**config.mk**
```make
export PLATFORM = sky130hd
export DESIGN_NAME = tbfe_scale
export DESIGN_NICKNAME = d
export VERILOG_FILES = /design/src/hw/rtl/tbfe_pkg.sv /design/src/hw/rtl/tbfe_scale.sv
export SDC_FILE = /design/constraint.sdc
export NUM_CORES = 2
export LEC_CHECK = 0
export BUFFER_PORTS_ARGS = -buffer_cell sky130_fd_sc_hd__buf_2
export CAP_MARGIN = 30
export CORE_UTILIZATION = 40
export DETAILED_ROUTE_END_ITERATION = 6
export HOLD_SLACK_MARGIN = 0.15
export PLACE_DENSITY_LB_ADDON = 0.1
export SYNTH_ARGS = -nofsm -noshare
export SYNTH_HDL_FRONTEND = slang
export SYNTH_SLANG_ARGS = --single-unit
```
**constraint.sdc**
```tcl
create_clock -name clk -period 31.6 [get_ports clk]
set_input_delay 4.74 -clock clk [delete_from_list [all_inputs] [get_ports clk]]
set_output_delay 4.74 -clock clk [all_outputs]
set_load 0.01 [all_outputs]
```
**src/hw/rtl/tbfe_pkg.sv**
```systemverilog
// tbfe_pkg: shared types, constants and the tap coefficient generator
// of the two-band equalizer. No dependencies.
`default_nettype none

package tbfe_pkg;

  typedef longint unsigned u64_t;

  localparam int GainW    = 7;
  localparam int CfgAddrW = 2;
  localparam int TapW     = 18;

  // configuration register indexes
  localparam logic [CfgAddrW-1:0] CfgVolume   = 2'd0;
  localparam logic [CfgAddrW-1:0] CfgLowGain  = 2'd1;
  localparam logic [CfgAddrW-1:0] CfgHighGain = 2'd2;

  localparam logic [GainW-1:0] GainReset = 7'd50;

  // output scaling: divide by 40960000 = 2^16 * 625, rounded half away from zero
  localparam int   OutShift = 16;
  localparam int   OutDiv   = 625;
  localparam u64_t OutHalf  = 64'd20480000;

  typedef struct packed {
    logic [GainW-1:0] vol;
    logic [GainW-1:0] low;
    logic [GainW-1:0] high;
  } gains_t;

  // fixed point used while evaluating the filter response
  localparam int   Frac   = 28;
  localparam u64_t DecOne = 64'd100000000000000000;

  function automatic longint round_shift(longint v, int k);
    u64_t half;
    u64_t m;
    half = 64'd1 << (k - 1);
    if (v >= 0) begin
      return $signed((u64_t'(v) + half) >> k);
    end
    m = 64'd0 - u64_t'(v);
    if (m <= half) begin
      return 0;
    end
    return -$signed((m - half + (64'd1 << k) - 64'd1) >> k);
  endfunction

  // decimal magnitude scaled by 1e17 to Q28, ties away from zero
  function automatic longint dec_to_fix(u64_t mag, bit neg);
    u64_t q;
    u64_t r;
    int   i;
    q = mag / DecOne;
    r = mag % DecOne;
    for (i = 0; i < Frac; i++) begin
      r = r << 1;
      q = q << 1;
      if (r >= DecOne) begin
        q = q | 64'd1;
        r = r - DecOne;
      end
    end
    if ((r << 1) >= DecOne) begin
      q = q + 64'd1;
    end
    return neg ? -$signed(q) : $signed(q);
  endfunction

  function automatic longint fmul(longint a, longint b);
    return round_shift(a * b, Frac);
  endfunction

  function automatic longint clamp(longint v, longint lo, longint hi);
    return (v < lo) ? lo : ((v > hi) ? hi : v);
  endfunction

  // tap idx of the truncated impulse response of the two-biquad cascade, Q4.14
  function automatic logic signed [TapW-1:0] tap_coef(int idx);
    longint s;
    longint a21;
    longint b21;
    longint a31;
    longint a22;
    longint b22;
    longint a32;
    longint s2;
    longint v;
    longint hlim;
    longint num [5];
    longint den [5];
    longint resp [64];
    int     n;
    int     k;
    s    = dec_to_fix(64'd54115569484630355, 1'b0);
    a21  = dec_to_fix(64'd199290623303389880, 1'b1);
    b21  = dec_to_fix(64'd199955477951286960, 1'b1);
    a31  = dec_to_fix(64'd99295230173619742, 1'b0);
    a22  = dec_to_fix(64'd724203713206553, 1'b1);
    b22  = dec_to_fix(64'd199999999479703590, 1'b1);
    a32  = dec_to_fix(64'd31569379867829822, 1'b0);
    hlim = 64'sd8 << Frac;
    s2   = fmul(s, s);
    num[0] = s2;
    num[1] = fmul(s2, b21 + b22);
    num[2] = fmul(s2, (64'sd2 << Frac) + fmul(b21, b22));
    num[3] = num[1];
    num[4] = s2;
    den[0] = 0;
    den[1] = -(a21 + a22);
    den[2] = -(a32 + fmul(a21, a22) + a31);
    den[3] = -(fmul(a32, a21) + fmul(a22, a31));
    den[4] = -fmul(a32, a31);
    for (n = 0; n <= idx; n++) begin
      v = (n <= 4) ? num[n] : 0;
      for (k = 1; k <= 4; k++) begin
        if (k <= n) begin
          v = v + fmul(den[k], resp[n - k]);
        end
      end
      resp[n] = clamp(v, -hlim, hlim);
    end
    return TapW'(clamp(round_shift(resp[idx], Frac - 14),
                       -(64'sd1 << (TapW - 1)), (64'sd1 << (TapW - 1)) - 1));
  endfunction

endpackage

`default_nettype wire

```
**src/hw/rtl/tbfe_scale.sv**
```systemverilog
// tbfe_scale: band gains, master volume, rounding divide and saturation,
// five registered stages with per-stage valid. Depends on tbfe_pkg.
`default_nettype none

module tbfe_scale #(
  parameter int SB    = 16,
  parameter int ACC_W = 39
) (
  input  wire logic                    clk,
  input  wire logic                    rst_n,
  input  wire tbfe_pkg::gains_t        gains_i,
  input  wire logic                    valid_i,
  output logic                         ready_o,
  input  wire logic signed [ACC_W-1:0] acc_i,
  input  wire logic signed [SB-1:0]    x_i,
  input  wire logic                    last_i,
  output logic                         valid_o,
  input  wire logic                    ready_i,
  output logic [SB-1:0]                sample_o,
  output logic                         last_o
);

  localparam int MIX_W = ACC_W + 9;
  localparam int NUM_W = MIX_W + 8;
  localparam int T_W   = NUM_W + 1 - tbfe_pkg::OutShift;
  localparam int TN_W  = SB + 9;
  localparam int RCP_S = SB + 19;
  localparam int RCP_W = SB + 10;
  localparam int PROD_W = TN_W + RCP_W;
  localparam tbfe_pkg::u64_t RcpFull =
    ((64'd1 << RCP_S) + tbfe_pkg::OutDiv - 1) / tbfe_pkg::OutDiv;
  localparam logic [RCP_W-1:0] RcpM = RCP_W'(RcpFull);
  localparam logic [T_W-1:0]   SatT = T_W'(64'd625 << (SB - 1));
  localparam logic [SB-1:0]    SMax = {1'b0, {(SB-1){1'b1}}};
  localparam logic [SB-1:0]    SMin = {1'b1, {(SB-1){1'b0}}};

  // stage valids and readies
  logic v2_r, v3_r, v4_r, v5_r, v6_r;
  logic rdy2, rdy3, rdy4, rdy5, rdy6;

  logic signed [MIX_W-1:0] mix_r, mix_nxt;
  logic signed [NUM_W-1:0] num_r, num_nxt;
  logic [T_W-1:0]          t_r, t_nxt;
  logic [PROD_W-1:0]       prod_r, prod_nxt;
  logic [SB-1:0]           out_r, out_nxt;
  logic                    last2_r, last3_r, last4_r, last5_r, last6_r;
  logic                    neg4_r, neg5_r, ovf5_r, ovf_nxt;

  logic signed [ACC_W+7:0] hi_prod;
  logic signed [SB+7:0]    lo_prod;
  logic [NUM_W-1:0]        mag;
  logic [NUM_W:0]          rsum;
  logic [SB-1:0]           qmag;

  assign rdy6    = !v6_r || ready_i;
  assign rdy5    = !v5_r || rdy6;
  assign rdy4    = !v4_r || rdy5;
  assign rdy3    = !v3_r || rdy4;
  assign rdy2    = !v2_r || rdy3;
  assign ready_o = rdy2;

  always_comb begin
    hi_prod  = $signed({1'b0, gains_i.high}) * acc_i;
    lo_prod  = $signed({1'b0, gains_i.low}) * x_i;
    mix_nxt  = MIX_W'(hi_prod) + (MIX_W'(lo_prod) <<< 14);
    num_nxt  = $signed({1'b0, gains_i.vol}) * mix_r;
    mag      = num_r[NUM_W-1] ? NUM_W'(-num_r) : NUM_W'(num_r);
    rsum     = {1'b0, mag} + (NUM_W+1)'(tbfe_pkg::OutHalf);
    t_nxt    = rsum[NUM_W:tbfe_pkg::OutShift];
    // quotient by 625 through an exact reciprocal over the unsaturated range
    ovf_nxt  = (t_r >= SatT);
    prod_nxt = PROD_W'(t_r[TN_W-1:0]) * PROD_W'(RcpM);
    qmag     = prod_r[PROD_W-1:RCP_S];
    if (ovf5_r) begin
      out_nxt = neg5_r ? SMin : SMax;
    end else begin
      out_nxt = neg5_r ? (~qmag + 1'b1) : qmag;
    end
  end

  always_ff @(posedge clk) begin
    if (!rst_n) begin
      v2_r <= 1'b0;
      v3_r <= 1'b0;
      v4_r <= 1'b0;
      v5_r <= 1'b0;
      v6_r <= 1'b0;
    end else begin
      if (rdy2) v2_r <= valid_i;
      if (rdy3) v3_r <= v2_r;
      if (rdy4) v4_r <= v3_r;
      if (rdy5) v5_r <= v4_r;
      if (rdy6) v6_r <= v5_r;
    end
  end

  always_ff @(posedge clk) begin
    if (rdy2 && valid_i) begin
      mix_r   <= mix_nxt;
      last2_r <= last_i;
    end
    if (rdy3 && v2_r) begin
      num_r   <= num_nxt;
      last3_r <= last2_r;
    end
    if (rdy4 && v3_r) begin
      t_r     <= t_nxt;
      neg4_r  <= num_r[NUM_W-1];
      last4_r <= last3_r;
    end
    if (rdy5 && v4_r) begin
      prod_r  <= prod_nxt;
      ovf5_r  <= ovf_nxt;
      neg5_r  <= neg4_r;
      last5_r <= last4_r;
    end
    if (rdy6 && v5_r) begin
      out_r   <= out_nxt;
      last6_r <= last5_r;
    end
  end

  assign valid_o  = v6_r;
  assign sample_o = out_r;
  assign last_o   = last6_r;

endmodule

`default_nettype wire

```
==> summary.txt <==
Global route
  • First-pass GRT wire length: 176000 um
  • Antenna violations before repair: 1
  • Met2 Usage GRT: 0.326
  • Vias in the first global route: 32900
  • Met3 track demand over resource: 0.0121
  • Global routing's busiest layer: met2
  • Met1 usage: 0.258
  • Tot GR Track Use: 0.188
  • Total gr overflow: 0
  • Largest net degree at the start of global routing: 58

Logic synthesis
  • Multiplexer area fraction after synthesis: 0.00250
  • Post-synthesis cell count: 4813
  • Syn_nets: 6268
  • Synth unique cells: 89
  • Cell Area, Synth: 46100 sq um
  • Yosys reg bits: 190
  • Adder-cell area share of the yosys netlist: 0.509
  • Mapped Avg Cell Area: 9.57 sq um
  • Main combinational cell family by area after synthesis: adder cells
  • Synth async-reset ratio: 0
  • Warnings, synthesis: 0
  • Main flop type after synthesis: edfxtp_1
  • Seq/Total Area, Yosys: 0.123
  • Synth Area in XOR/XNOR: 0.0390
  • Post-synthesis simple-gate area fraction: 0.148
  • Post-synthesis compound-gate area fraction: 0.0748
  • EDFF count, synth: 185

Hold path
  • Worst hold path class: reg2reg
  • Hold Crit Start: last3_r
  • Hold Path Sink: last4_r
  • Hold path depth: 0

Final layout
  • # nets final: 6270
  • Commonest non-fill, non-tap cell in the layout: inv_1
  • Filler cell count: 11400
  • Layout cells sized above 1: 0.0400
  • Syn-to-layout area delta: 5.82%
  • Antenna Cells: 0
  • Most frequent cells in the layout: inv_1, fa_1, and2_1

Detailed routing
  • Drc violations: 0
  • Vias/cell: 4.82
  • Pre-antenna DRT Iters: 5
  • Final antenna-violating net count: 0
  • Routed vias: 30600
  • DRT Wirelength: 105000 um
  • DR WL/cell: 16.6 um
  • 1st-iter DRT viols: 1108

CTS
  • Max Root-Sink Buffers: 2
  • CTS Sinks: 190
  • Clock tree root buffer cell: clkbuf_16
  • Post-CTS Resized: 0
  • Clock-pin slew on the worst setup and hold paths: 90 ps
  • CTS tree: yes
  • Hold-fix buffers, CTS: 0
  • H-tree depth: 4
  • Clock Latency Late Sink: 510 ps
  • Total CTS buffers: 17
  • Setup Buffers After CTS: 0

Setup path
  • CP required: 31840 ps
  • Crit-path slowest cell: fa_1
  • Worst setup SP type: input pin
  • Worst reg2reg path depth: 21
  • Register-to-register setup slack: 23800 ps
  • Max incr delay on CP: 550 ps
  • RR Startpoint: t_r[17]
  • Crit Reg-Reg Endpoint: prod_r[50]
  • CP Max Fanout: 16
  • Worst path arrival time: 13660 ps
  • WS Path Type: in2reg
  • Most used cell, CP: fa_1
  • Worst setup EP type: register

Floorplanning
  • Initial Util: 0.403
  • Die W: 341 um
  • Row cnt: 124
  • IO Count: 100
  • Die H: 341 um
  • Die area: 117000 sq um
  • Core Region: 114000 sq um

STA
  • Worst-margin pin slew: 975 ps
  • Final Skew: 19.6 ps
  • Final Setup Violations: 0
  • Endpoints failing hold: 0
  • Accumulated negative setup slack: 0 ps
  • Slew headroom: 0.350
  • F_max: 74.5 MHz
  • Final slew viol count: 0
  • RSZ-0062 raised after global routing: false
  • Fin crit share: 0.425
  • Tmin final: 13420 ps

Placed design
  • Final HPWL DP: 91100 um
  • Final Wtd Congestion: 0.910
  • Port buffer count: 99

Job
  • MaxCap Viol Count: 0

Outcome
  • Status: finished, final reports clean
Yosys cell counts, drive strengths merged, types with 8 or more instances:
library cell	count	share of area
o21ai	89	0.0097
xnor2	140	0.027
xor2	65	0.012
and2	560	0.076
buf	14	0.0015
nand2b	17	0.0023
ha	540	0.15
o22ai	13	0.0018
a31oi	23	0.0031
a21boi	13	0.0021
a211oi	9	0.0015
o21bai	11	0.0018
o211ai	16	0.0026
nand3	56	0.0063
o31ai	12	0.0022
nor4	25	0.0052
nor2b	34	0.0046
or3	17	0.0023
clkbuf	115	0.0094
nand2	283	0.023
fa	834	0.36
edfxtp	185	0.12
a21oi	171	0.019
o21a	21	0.0034
a21o	72	0.012
nor2	113	0.0093
nand4	30	0.0044
inv	1146	0.093
and3	21	0.0029
and4	8	0.0015
nor3	46	0.0060
state kept, by name (all words and copies together) (netlist names), 16 cells and up:
name and cells:
t_r 41, prod_r 16, sample_o 16, mix_r 48, num_r 56
worst max-delay path by stage:
stage | start | to | cells past startpoint
detailed placement | gains_i[11] | mix_r[47] | 31
global placement | gains_i[11] | mix_r[47] | 31
global route | gains_i[10] | mix_r[47] | 31
finish | gains_i[11] | mix_r[47] | 31
CTS | gains_i[11] | mix_r[47] | 31
floorplan | gains_i[11] | mix_r[47] | 32
layer usage:
layer,wire [um],vias up
li1,-,15000
met1,50300,15200
met2,51600,302
met3,1730,67
met4,1480,2
met5,13,-
stage by stage:
step	hold WS [ps]	area, sq um	util	instances	setup slack (ps)
after floorplan	400	46100	-	4813	18290
after global routing	449	48800	0.427	6340	17600
after detailed placement	412	48100	0.421	6308	17660
after CTS	433	48800	0.427	6340	18170
after global placement	404	48100	0.421	6307	17720
final	432	48800	0.427	6340	18180
final cells by class:
cell class              count  area [sq um]  share of cell area
clock buffers              17           425             0.00873
clock inverters            15           229             0.00470
inverters                1146          4300              0.0882
multi-input cells        3348         35600               0.731
flip-flops and latches    190          5660               0.116
well taps                1512          1890              0.0388
repair buffers            112           601              0.0123
cells by family after synthesis:
| logic type | count (synthesis) |
|---|---|
| compound gates | 526 |
| xor+xnor | 205 |
| fa+ha+maj | 1374 |
| buf+inv | 1275 |
| flops | 190 |
| mux | 11 |
| other cells | 1 |
| simple gates | 1231 |
worst max-delay path: cells and delay by family:
family,cells,cell delay [ps]
adders and majority gates,10,4760
AOI/OAI and AO/OA,12,2850
and+or+nand+nor,3,610
buffers and inverters,4,350
xor gates and xnor gates,2,330
Power is not shown: default switching activity piles up to over one toggle a cycle in this logic, so the estimate is an artifact.
