### src/hw/rtl/tbfe_pkg.sv
// tbfe_pkg: shared types, constants and the tap coefficient generator
// of the two-band equalizer. No dependencies.
`default_nettype none

package tbfe_pkg;

  typedef longint unsigned u64_t;

  localparam int GainW    = 7;
  localparam int CfgAddrW = 2;
  localparam int TapW     = 18;

  // configuration register indexes
  localparam logic [CfgAddrW-1:0] CfgVolume   = 2'd0;
  localparam logic [CfgAddrW-1:0] CfgLowGain  = 2'd1;
  localparam logic [CfgAddrW-1:0] CfgHighGain = 2'd2;

  localparam logic [GainW-1:0] GainReset = 7'd50;

  // output scaling: divide by 40960000 = 2^16 * 625, rounded half away from zero
  localparam int   OutShift = 16;
  localparam int   OutDiv   = 625;
  localparam u64_t OutHalf  = 64'd20480000;

  typedef struct packed {
    logic [GainW-1:0] vol;
    logic [GainW-1:0] low;
    logic [GainW-1:0] high;
  } gains_t;

  // fixed point used while evaluating the filter response
  localparam int   Frac   = 28;
  localparam u64_t DecOne = 64'd100000000000000000;

  function automatic longint round_shift(longint v, int k);
    u64_t half;
    u64_t m;
    half = 64'd1 << (k - 1);
    if (v >= 0) begin
      return $signed((u64_t'(v) + half) >> k);
    end
    m = 64'd0 - u64_t'(v);
    if (m <= half) begin
      return 0;
    end
    return -$signed((m - half + (64'd1 << k) - 64'd1) >> k);
  endfunction

  // decimal magnitude scaled by 1e17 to Q28, ties away from zero
  function automatic longint dec_to_fix(u64_t mag, bit neg);
    u64_t q;
    u64_t r;
    int   i;
    q = mag / DecOne;
    r = mag % DecOne;
    for (i = 0; i < Frac; i++) begin
      r = r << 1;
      q = q << 1;
      if (r >= DecOne) begin
        q = q | 64'd1;
        r = r - DecOne;
      end
    end
    if ((r << 1) >= DecOne) begin
      q = q + 64'd1;
    end
    return neg ? -$signed(q) : $signed(q);
  endfunction

  function automatic longint fmul(longint a, longint b);
    return round_shift(a * b, Frac);
  endfunction

  function automatic longint clamp(longint v, longint lo, longint hi);
    return (v < lo) ? lo : ((v > hi) ? hi : v);
  endfunction

  // tap idx of the truncated impulse response of the two-biquad cascade, Q4.14
  function automatic logic signed [TapW-1:0] tap_coef(int idx);
    longint s;
    longint a21;
    longint b21;
    longint a31;
    longint a22;
    longint b22;
    longint a32;
    longint s2;
    longint v;
    longint hlim;
    longint num [5];
    longint den [5];
    longint resp [64];
    int     n;
    int     k;
    s    = dec_to_fix(64'd54115569484630355, 1'b0);
    a21  = dec_to_fix(64'd199290623303389880, 1'b1);
    b21  = dec_to_fix(64'd199955477951286960, 1'b1);
    a31  = dec_to_fix(64'd99295230173619742, 1'b0);
    a22  = dec_to_fix(64'd724203713206553, 1'b1);
    b22  = dec_to_fix(64'd199999999479703590, 1'b1);
    a32  = dec_to_fix(64'd31569379867829822, 1'b0);
    hlim = 64'sd8 << Frac;
    s2   = fmul(s, s);
    num[0] = s2;
    num[1] = fmul(s2, b21 + b22);
    num[2] = fmul(s2, (64'sd2 << Frac) + fmul(b21, b22));
    num[3] = num[1];
    num[4] = s2;
    den[0] = 0;
    den[1] = -(a21 + a22);
    den[2] = -(a32 + fmul(a21, a22) + a31);
    den[3] = -(fmul(a32, a21) + fmul(a22, a31));
    den[4] = -fmul(a32, a31);
    for (n = 0; n <= idx; n++) begin
      v = (n <= 4) ? num[n] : 0;
      for (k = 1; k <= 4; k++) begin
        if (k <= n) begin
          v = v + fmul(den[k], resp[n - k]);
        end
      end
      resp[n] = clamp(v, -hlim, hlim);
    end
    return TapW'(clamp(round_shift(resp[idx], Frac - 14),
                       -(64'sd1 << (TapW - 1)), (64'sd1 << (TapW - 1)) - 1));
  endfunction

endpackage

`default_nettype wire

### src/hw/rtl/tbfe_tap_cell.sv
// tbfe_tap_cell: one cell of the transposed FIR chain, holding one partial sum.
// Depends on tbfe_pkg for the tap width.
`default_nettype none

module tbfe_tap_cell #(
  parameter int                                 SB    = 16,
  parameter int                                 ACC_W = 39,
  parameter logic signed [tbfe_pkg::TapW-1:0]   TAP   = '0
) (
  input  wire logic                    clk,
  input  wire logic                    rst_n,
  input  wire logic                    en_i,
  input  wire logic                    restart_i,
  input  wire logic signed [SB-1:0]    x_i,
  input  wire logic signed [ACC_W-1:0] sum_i,
  output logic signed [ACC_W-1:0]      sum_o
);

  logic signed [tbfe_pkg::TapW+SB-1:0] prod;
  logic signed [ACC_W-1:0]             carry_in;
  logic signed [ACC_W-1:0]             sum_r;
  logic signed [ACC_W-1:0]             sum_nxt;

  always_comb begin
    prod     = TAP * x_i;
    // a new stream drops everything older than the current sample
    carry_in = restart_i ? {ACC_W{1'b0}} : sum_i;
    sum_nxt  = ACC_W'(prod) + carry_in;
  end

  always_ff @(posedge clk) begin
    if (!rst_n) begin
      sum_r <= '0;
    end else if (en_i) begin
      sum_r <= sum_nxt;
    end
  end

  assign sum_o = sum_r;

endmodule

`default_nettype wire

### config.mk
export PLATFORM = sky130hd
export DESIGN_NAME = tbfe_tap_cell
export DESIGN_NICKNAME = d
export VERILOG_FILES = /design/src/hw/rtl/tbfe_pkg.sv /design/src/hw/rtl/tbfe_tap_cell.sv
export SDC_FILE = /design/constraint.sdc
export NUM_CORES = 1
export LEC_CHECK = 0
export ABC_AREA = 1
export CORE_AREA = 2 2 62 87
export CTS_CLUSTER_SIZE = 25
export DETAILED_ROUTE_END_ITERATION = 12
export DIE_AREA = 0 0 64 89
export DONT_BUFFER_PORTS = 1
export GPL_TIMING_DRIVEN = 0
export PLACE_DENSITY = 0.39
export SLEW_MARGIN = 20
export SYNTH_ARGS = -nofsm -noshare
export SYNTH_HDL_FRONTEND = slang
export SYNTH_SLANG_ARGS = --single-unit
### constraint.sdc
create_clock -name clk -period 0.83 [get_ports clk]
set_clock_uncertainty 0.15 [all_clocks]
set_input_delay 0 -clock clk [delete_from_list [all_inputs] [get_ports clk]]
set_output_delay 0 -clock clk [all_outputs]
set_load 0.01 [all_outputs]
==> qor.txt, run 1 <==
Final ANT Viol Nets - 0
Crit-path slowest cell - dfxtp_2
Fraction of registers with async set/reset - 0%
Synthesized cell area - 1420 um^2
Setup TNS - 0 ns
Tot Pwr - 0.00359 W
Max VDD drop - 0.973 mV
Slew Viols, Final - 0
Worst slew pin tran - 0.572 ns
Synth top area share - 55.0%
CP required - 0.87 ns
Unrepaired setup endpoints after global routing - true
Cts bufs inserted - 5
Die height - 89 um
First-pass GRT wire length - 6380 um
F_max - 1210 MHz
IO Count - 98
Post-synth top cells - 39 x a21oi_1, 39 x dfxtp_1, 39 x nand2_1, 39 x nand3_1, 7 x buf_2
Final worst slack - 0.00196 ns
Post-synth cell types - 10
#FFs+latches synth - 39
Total track usage - 14.6%
Routed wire length - 4090 um
First-pass DRT Iterations - 4
Final count of hold timing violations - 29
Core Region - 4840 um^2
HP Start - en_i
Worst R2R End - sum_o[8]
CP max FO - 2
Number of remaining DRC errors - 0
Max-Cap Viols - 0
Final setup vio count - 0
FF-to-FF Start - sum_o[8]
Worst skew pair latency - 0.28 ns
Initial antenna violation count - 0
Post-synthesis area per instance - 8.11 um^2
Relative slew slack - 61.9%
Max incr delay on CP - 0.36 ns
Reg clk slew, reported paths - 0.07 ns
Number of flops mapped to enable cells by yosys - 0
DP HPWL - 2640 um
Dominant cell type by area after synthesis - dfxtp_1
Final min period - 0.828 ns
FILL cells - 506
Max reg flops - 39
Clock buffer depth - 2
Dominant register cell in the synthesized netlist - dfxtp_1
Clk root buf - clkbuf_8
CP Launch Type - flop
Fin util - 42.5%
Post-synthesis sequential area ratio - 55.0%
Vias in the first global route - 1266
Die width - 64 um
Initial core utilization - 29.3%
Hold depth - 4
R2R depth - 2
Syn-to-layout area delta - 45.0%
DR vias/cell - 4.86
Worst Hold Class - input pin to flop
Place WS - -0.133 ns
Hold endpoint - sum_o[2]
Grt total ovfl - 0
Share of cells above drive strength 1 - 30.5%
CTS tree - built
Status - complete, but fails checks
Fin nets - 280
Synthesized netlist net count - 234
Vias - 1381
PD cells - 1740 nW/um^2
H-tree depth - 2
Clk sinks - 39
Largest net degree at the start of global routing - 11
PortBufs - 0
Initial DRC Count - 32
RePlAce Congestion - 0.604
Synth Warn # - 0
Critical path class - flop to flop
Crit path capture type - flop
Number of standard cells after synthesis - 175
Antenna cells - 0
Row count - 30
Routed wire per std cell - 14.4 um
WP data arrival - 0.87 ns
Period utilization - 99.8%
Failing checks - hold timing
CP cell instances - nand2_1 > a21oi_1
P_leak - 0.727 nW
Area contributors post-synth - dfxtp_1 55%, a21oi_1 14%, nand3_1 14%, nand2_1 10%, buf_2 2.5%
R2R Setup Slk - 0.002 ns
WHS - -0.0954 ns
Hold-fix buffers, CTS - 39
Die Area - 5700 um^2
==> timing repair <==
item,4_1_cts,5_1_grt
endpoints found under the setup margin,24,48
setup buffers,0,0
resized for setup,21,33
hold endpoints to repair,39,29
pin swaps,0,3
==> metrics by stage <==
stage	area, um^2	instances
detailed placement	1500	239
global route	2060	284
CTS	1990	284
global placement	1500	239
floorplan	1420	175
finish	2060	284
==> worst max-delay path, delay by kind of cell, from the launching register on <==
family / cells / cell delay [ns]
flops: 1 / 0.36
compound gates: 1 / 0.17
simple gates: 1 / 0.06
==> kinds of logic after synthesis <==
logic type | share of synthesized area (%)
AND/OR/NAND/NOR | 24.1
buffers and inverters | 7.22
flip-flops | 55.0
AO/OA/AOI/OAI | 13.7
==> layer usage <==
metal | vias up | track usage, % | part of all wire (%)
met5 | - | 0 | 0
met4 | 0 | 5.34 | 1.5
met3 | 5 | 5.79 | 8.8
met2 | 66 | 25.9 | 52
met1 | 635 | 15.7 | 38
li1 | 675 | - | -
==> cells in the final DEF, fill, tap and decap left out <==
master	netlist	layout
nand3_1	39	39
clkbuf_1	4	5
a21oi_2	0	8
dfxtp_2	0	33
buf_2	7	7
buf_4	4	4
buf_6	1	1
inv_1	1	1
inv_2	2	2
nand2_1	39	38
dfxtp_4	0	6
dlygate4sd3_1	0	39
nand2_2	0	1
clkbuf_8	0	5
a21oi_1	39	31
==> power breakdown <==
group | switching (W) | leakage, nW | total [W] | internal [W]
clock | 0.000578 | 0.0371 | 0.00114 | 0.000560
combinational | 0.000206 | 0.352 | 0.000422 | 0.000216
sequential | 0.0000826 | 0.337 | 0.00203 | 0.00195
==> area by class of cell <==
type,count,area (um^2),share of cell area (%)
inverter,3,11.3,0.547
sequential,39,845,41.0
clock buffer,6,72.6,3.52
tap,64,80.1,3.89
buffer,16,91.3,4.43
multi-input combinational,117,569,27.6
timing repair buffer,39,390,19.0
==> worst max path at each step <==
stage	from	end	slack, ns	cells past startpoint
final	sum_o[8]	sum_o[8]	0.002	2
after global routing	sum_o[8]	sum_o[8]	-0.02	2
after CTS	sum_o[29]	sum_o[29]	0.0002	0
after detailed placement	restart_i	sum_o[20]	-0.13	4
after global placement	restart_i	sum_o[15]	-0.04	4
after floorplan	sum_o[10]	sum_o[10]	0.08	2
Power figures use the tool's default switching activity.
==> run 2: changes to the inputs <==
--- a/config.mk
+++ b/config.mk
@@ -5,14 +5,15 @@
 export SDC_FILE = /design/constraint.sdc
 export NUM_CORES = 1
 export LEC_CHECK = 0
-export ABC_AREA = 1
-export CORE_AREA = 2 2 62 87
+export CAP_MARGIN = 30
+export CORE_AREA = 2 2 64 91
 export CTS_CLUSTER_SIZE = 25
 export DETAILED_ROUTE_END_ITERATION = 12
-export DIE_AREA = 0 0 64 89
+export DIE_AREA = 0 0 66 93
 export DONT_BUFFER_PORTS = 1
 export GPL_TIMING_DRIVEN = 0
-export PLACE_DENSITY = 0.39
+export PLACE_DENSITY = 0.4
+export RECOVER_POWER = 50
 export SLEW_MARGIN = 20
 export SYNTH_ARGS = -nofsm -noshare
 export SYNTH_HDL_FRONTEND = slang
==> run 2 against run 1 <==
Net effect:
- the flow still finishes with violations (hold timing)
- total power increased by 7.1%
- critical path type is now flop to primary output
- sequential cell count unchanged
- non-clock buffer count increased by 1
- critical endpoint is now sum_o[0]
- final cell count increased by 1.8%
- largest power group unchanged
- synthesized area increased by 10%
- final area increased by 6.8%
- register-to-register slack improved by 0.05 ns
==> qor.txt, run 2 <==
Max reg flops - 39
DP HPWL - 2830 um
Routed wire per std cell - 14.2 um
Post-synth cell types - 12
Met3 routed WL - 355 um
WP data arrival - 0.65 ns
CP required - 0.68 ns
Worst slew pin tran - 0.352 ns
Cts bufs inserted - 5
WHS - -0.260 ns
Max-Cap Viols - 0
First-pass GRT wire length - 6490 um
Die height - 93 um
Cell Count, Final, Fillers Out - 289
P_leak - 0.822 nW
Design area - 2200 um^2
Dominant cell type by area after synthesis - dfxtp_1
Synthesized cell area - 1560 um^2
Row count - 32
Most frequent cells in the layout - 39 x nand2_1, 39 x nand3b_1, 39 x dlygate4sd3_1
Unrepaired setup endpoints after global routing - true
Die width - 66 um
CTS tree - built
M1 WL - 1630 um
Clock buffer depth - 2
Failing checks - hold timing
Setup TNS - 0 ns
Critical path class - flop to primary output
Post-synthesis sequential area ratio - 50.0%
Number of standard cells after synthesis - 174
Largest net degree at the start of global routing - 12
Core Region - 5370 um^2
Uppermost layer routed - met4
FILL cells - 564
Routed wire length - 4090 um
Inst Count DP - 242
Dominant register cell in the synthesized netlist - dfxtp_1
Post-synth top cells - 39 x dfxtp_1, 39 x nand2_1, 39 x nand3b_1
Tot Pwr - 0.00384 W
H-tree depth - 2
Period utilization - 96.3%
Grt total ovfl - 0
Clk sinks - 39
Fraction of registers with async set/reset - 0%
Number of remaining DRC errors - 0
Status - complete, but fails checks
Synthesized netlist net count - 233
Clk root buf - clkbuf_8
Share of cells above drive strength 1 - 29.0%
Antenna cells - 0
Relative slew slack - 76.5%
DR vias/cell - 4.80
RePlAce Congestion - 0.607
Final ANT Viol Nets - 0
Post-synthesis area per instance - 8.98 um^2
Vias - 1387
CP max FO - 2
F_max - 1250 MHz
Synth top area share - 50.0%
Syn-to-layout area delta - 40.8%
IO Count - 98
Max VDD drop - 0.835 mV
Crit path capture type - primary output
Number of flops mapped to enable cells by yosys - 0
Initial antenna violation count - 0
Area occupied by multi-input gates - 654 um^2
Die Area - 6140 um^2
First-pass DRT Iterations - 4
Fin nets - 279
CP Launch Type - flop
Area contributors post-synth - dfxtp_1 50%, nand3b_1 19%, nand2_1 9.4%, o21ai_1 6.1%, o21ai_0 5.4%
#FFs+latches synth - 39
Final min period - 0.799 ns
Total track usage - 13.8%
Slew Viols, Final - 0
Reg area - 842 um^2
Reg clk slew, reported paths - 0.07 ns
Initial DRC Count - 31
Initial core utilization - 29.1%
DP Area - 1650 um^2
Final setup vio count - 0
Vias in the first global route - 1366
Final count of hold timing violations - 32
Fin util - 41.0%
PD cells - 1750 nW/um^2
Synth Warn # - 0
Worst Hold Class - input pin to flop
Met2 WL - 2040 um
Worst skew pair latency - 0.28 ns
PortBufs - 0
Hold-fix buffers, CTS - 39
run 2: cell types whose count changed after synthesis, moves of 3 or more:
cell,change
nand3_1,-39
buf_4,-4
o21ai_0,+17
a21oi_1,-39
nand3b_1,+39
o21ai_1,+19
buf_6,+3
run 2: path summary, 6_finish.rpt:
kind | end | startpoint | depth (start not counted) | slack, ns
hold reg to reg | sum_o[25] | sum_o[25] | 2 | 0.35
setup / recovery | sum_o[0] | sum_o[0] | 0 | 0.03
setup reg to reg | sum_o[7] | sum_o[7] | 2 | 0.05
hold / removal | sum_o[37] | restart_i | 2 | -0.26
run 2: kinds of logic after synthesis:
logic type	count (synthesis)	share of synthesized area, %
AO/OA/AOI/OAI	38	12.7
buffers and inverters	17	8.17
flip-flops	39	50.0
AND/OR/NAND/NOR	80	29.2
run 2: final cells by class:
class                      count  area share, %
buffer                        17           5.80
tap                           68           3.87
timing repair buffer          39           17.7
sequential                    39           38.3
multi-input combinational    118           29.7
clock buffer                   8           4.55
run 2: report_power, final:
group          switching, W  internal, W
clock network      0.000618     0.000758
registers         0.0000857      0.00195
logic              0.000187     0.000245
total              0.000890      0.00295
run 2: metrics by stage:
step	worst slack, ns	hold slack (ns)
6_report	0.0311	-0.260
5_1_grt	-0.00922	-0.278
4_1_cts	0.0127	-0.271
3_5_place_dp	-0.0384	-0.00976
3_3_place_gp	-0.00656	-0.0145
2_1_floorplan	0.0529	-0.0174
run 2: timing repair:
action | CTS | global route
buffers inserted | 0 | 0
resized for setup | 39 | 6
hold endpoints to repair | 39 | 30
setup endpoints to repair | 39 | 11
run 2: layer usage:
layer / track usage (%) / vias up
met5: 0 / -
met4: 5.78 / 0
met3: 5.05 / 5
met2: 23.8 / 54
met1: 15.0 / 650
li1: - / 678
==> run 3: changes to the inputs <==
==> constraint.sdc (replaced) <==
create_clock -name clk -period 0.8 [get_ports clk]
set_clock_uncertainty 0.15 [all_clocks]
set_input_delay 0 -clock clk [delete_from_list [all_inputs] [get_ports clk]]
set_output_delay 0 -clock clk [all_outputs]
set_load 0.01 [all_outputs]
==> run 3 against run 2 <==
Net effect:
- the flow finishes with violations (hold timing, setup timing)
- highest routed layer unchanged
- utilization unchanged
- combinational power is 4% higher
- critical path type unchanged
- via count decreased by 0.58%
- final cell count unchanged
==> qor.txt, run 3 (same netlist as run 2, synthesis figures left out) <==
Die width - 66 um
Unrepaired setup endpoints after global routing - true
Syn-to-layout area delta - 40.8%
Period utilization - 100%
Max reg flops - 39
Slew Viols, Final - 0
Tot Pwr - 0.00399 W
F_max - 1250 MHz
PortBufs - 0
Clock buffer depth - 2
Routed wire length - 4100 um
Status - complete, but fails checks
CP required - 0.65 ns
Largest net degree at the start of global routing - 12
Crit path capture - sum_o[37]
Final setup vio count - 1
Antenna cells - 0
Worst Setup SP - sum_o[37]
Vias in the first global route - 1366
IO Count - 98
WP depth - 0
WHS - -0.260 ns
CTS tree - built
FILL cells - 564
Core Region - 5370 um^2
Initial antenna violation count - 0
First-pass GRT wire length - 6490 um
CP Launch Type - flop
Reg clk slew, reported paths - 0.07 ns
R2R depth - 2
P_leak - 0.821 nW
Fin nets - 279
Share of cells above drive strength 1 - 29.0%
FF-to-FF Start - sum_o[7]
WP data arrival - 0.65 ns
CP max FO - 2
Worst Hold Class - input pin to flop
Grt total ovfl - 0
Crit path capture type - primary output
Relative slew slack - 74.2%
R2R Setup Slk - 0.02 ns
Failing checks - hold timing, setup timing
Routed wire per std cell - 14.2 um
Clk root buf - clkbuf_8
Final min period - 0.802 ns
First-pass DRT Iterations - 4
Hold-fix buffers, CTS - 39
Max-Cap Viols - 0
Worst R2R End - sum_o[7]
Final ANT Viol Nets - 0
Total track usage - 13.8%
RePlAce Congestion - 0.607
Setup TNS - -0.00235 ns
Die Area - 6140 um^2
Critical path class - flop to primary output
DP Area - 1650 um^2
Reg area - 842 um^2
Initial core utilization - 29.1%
Worst skew pair latency - 0.28 ns
Most frequent cells in the layout - 39 x nand2_1, 39 x nand3b_1, 39 x dlygate4sd3_1
Max VDD drop - 0.864 mV
DP HPWL - 2830 um
Initial DRC Count - 32
Number of remaining DRC errors - 0
Cts bufs inserted - 5
PD cells - 1820 nW/um^2
Die height - 93 um
Design area - 2200 um^2
H-tree depth - 2
DR vias/cell - 4.77
Final worst slack - -0.00235 ns
Worst slew pin tran - 0.387 ns
Row count - 32
Final count of hold timing violations - 32
Clk sinks - 39
Vias - 1379
Area occupied by multi-input gates - 654 um^2
## run 3: cell counts in the layout (fill, tap and decap cells not counted)
No cell type changed its count.
## run 3: layout make-up
cell class              instances  area share [%]
flip-flops and latches         39            38.3
multi-input cells             118            29.7
repair buffers                 39            17.7
plain buffers                  17            5.80
clock buffers                   8            4.55
well taps                      68            3.87
## run 3: worst register-to-register path: stages (launching register included)
cell,delay (ns)
dfxtp_4,0.36
nand3b_1,0.09
o21ai_1,0.07
## run 3: through the flow
step	setup WS [ns]	util [%]	cells	hold slack, ns
after floorplan	0.0229	-	174	-0.0174
after global placement	-0.0366	30.7	242	-0.0145
after detailed placement	-0.0684	30.7	242	-0.00976
after CTS	-0.0173	40.8	289	-0.271
after global routing	-0.0392	41.0	289	-0.278
final	-0.00235	41.0	289	-0.260
## run 3: repair_timing
action                                 CTS  global route
setup buffers                            0             0
endpoints found under the hold margin   39            31
gates resized for setup                 39            14
cloned                                   0             0
setup endpoints to repair               41            47
## run 3: worst min path at each step
stage                          from   endpoint  slack (ns)  depth (start not counted)
after floorplan           sum_i[17]  sum_o[17]       -0.02                          2
after global placement    sum_i[32]  sum_o[32]       -0.01                          2
after detailed placement  sum_i[27]  sum_o[27]       -0.01                          2
after CTS                 restart_i  sum_o[37]       -0.27                          2
after global routing      restart_i  sum_o[37]       -0.28                          2
final                     restart_i  sum_o[37]       -0.26                          2
## run 3: power breakdown
part	leakage, nW	total [W]	switching [W]	internal (W)
clock	0.0515	0.00143	0.000643	0.000787
sequential	0.337	0.00211	0.0000891	0.00202
combinational	0.432	0.000451	0.000196	0.000256
total	0.821	0.00399	0.000928	0.00307
## run 3: layer usage
| metal | part of all wire [%] | routed length, um | global-route usage [%] |
|---|---|---|---|
| met5 | 0 | 0 | 0 |
| met4 | 1.7 | 71 | 5.78 |
| met1 | 39 | 1620 | 15.0 |
| met2 | 50 | 2060 | 23.8 |
| met3 | 8.5 | 350 | 5.05 |
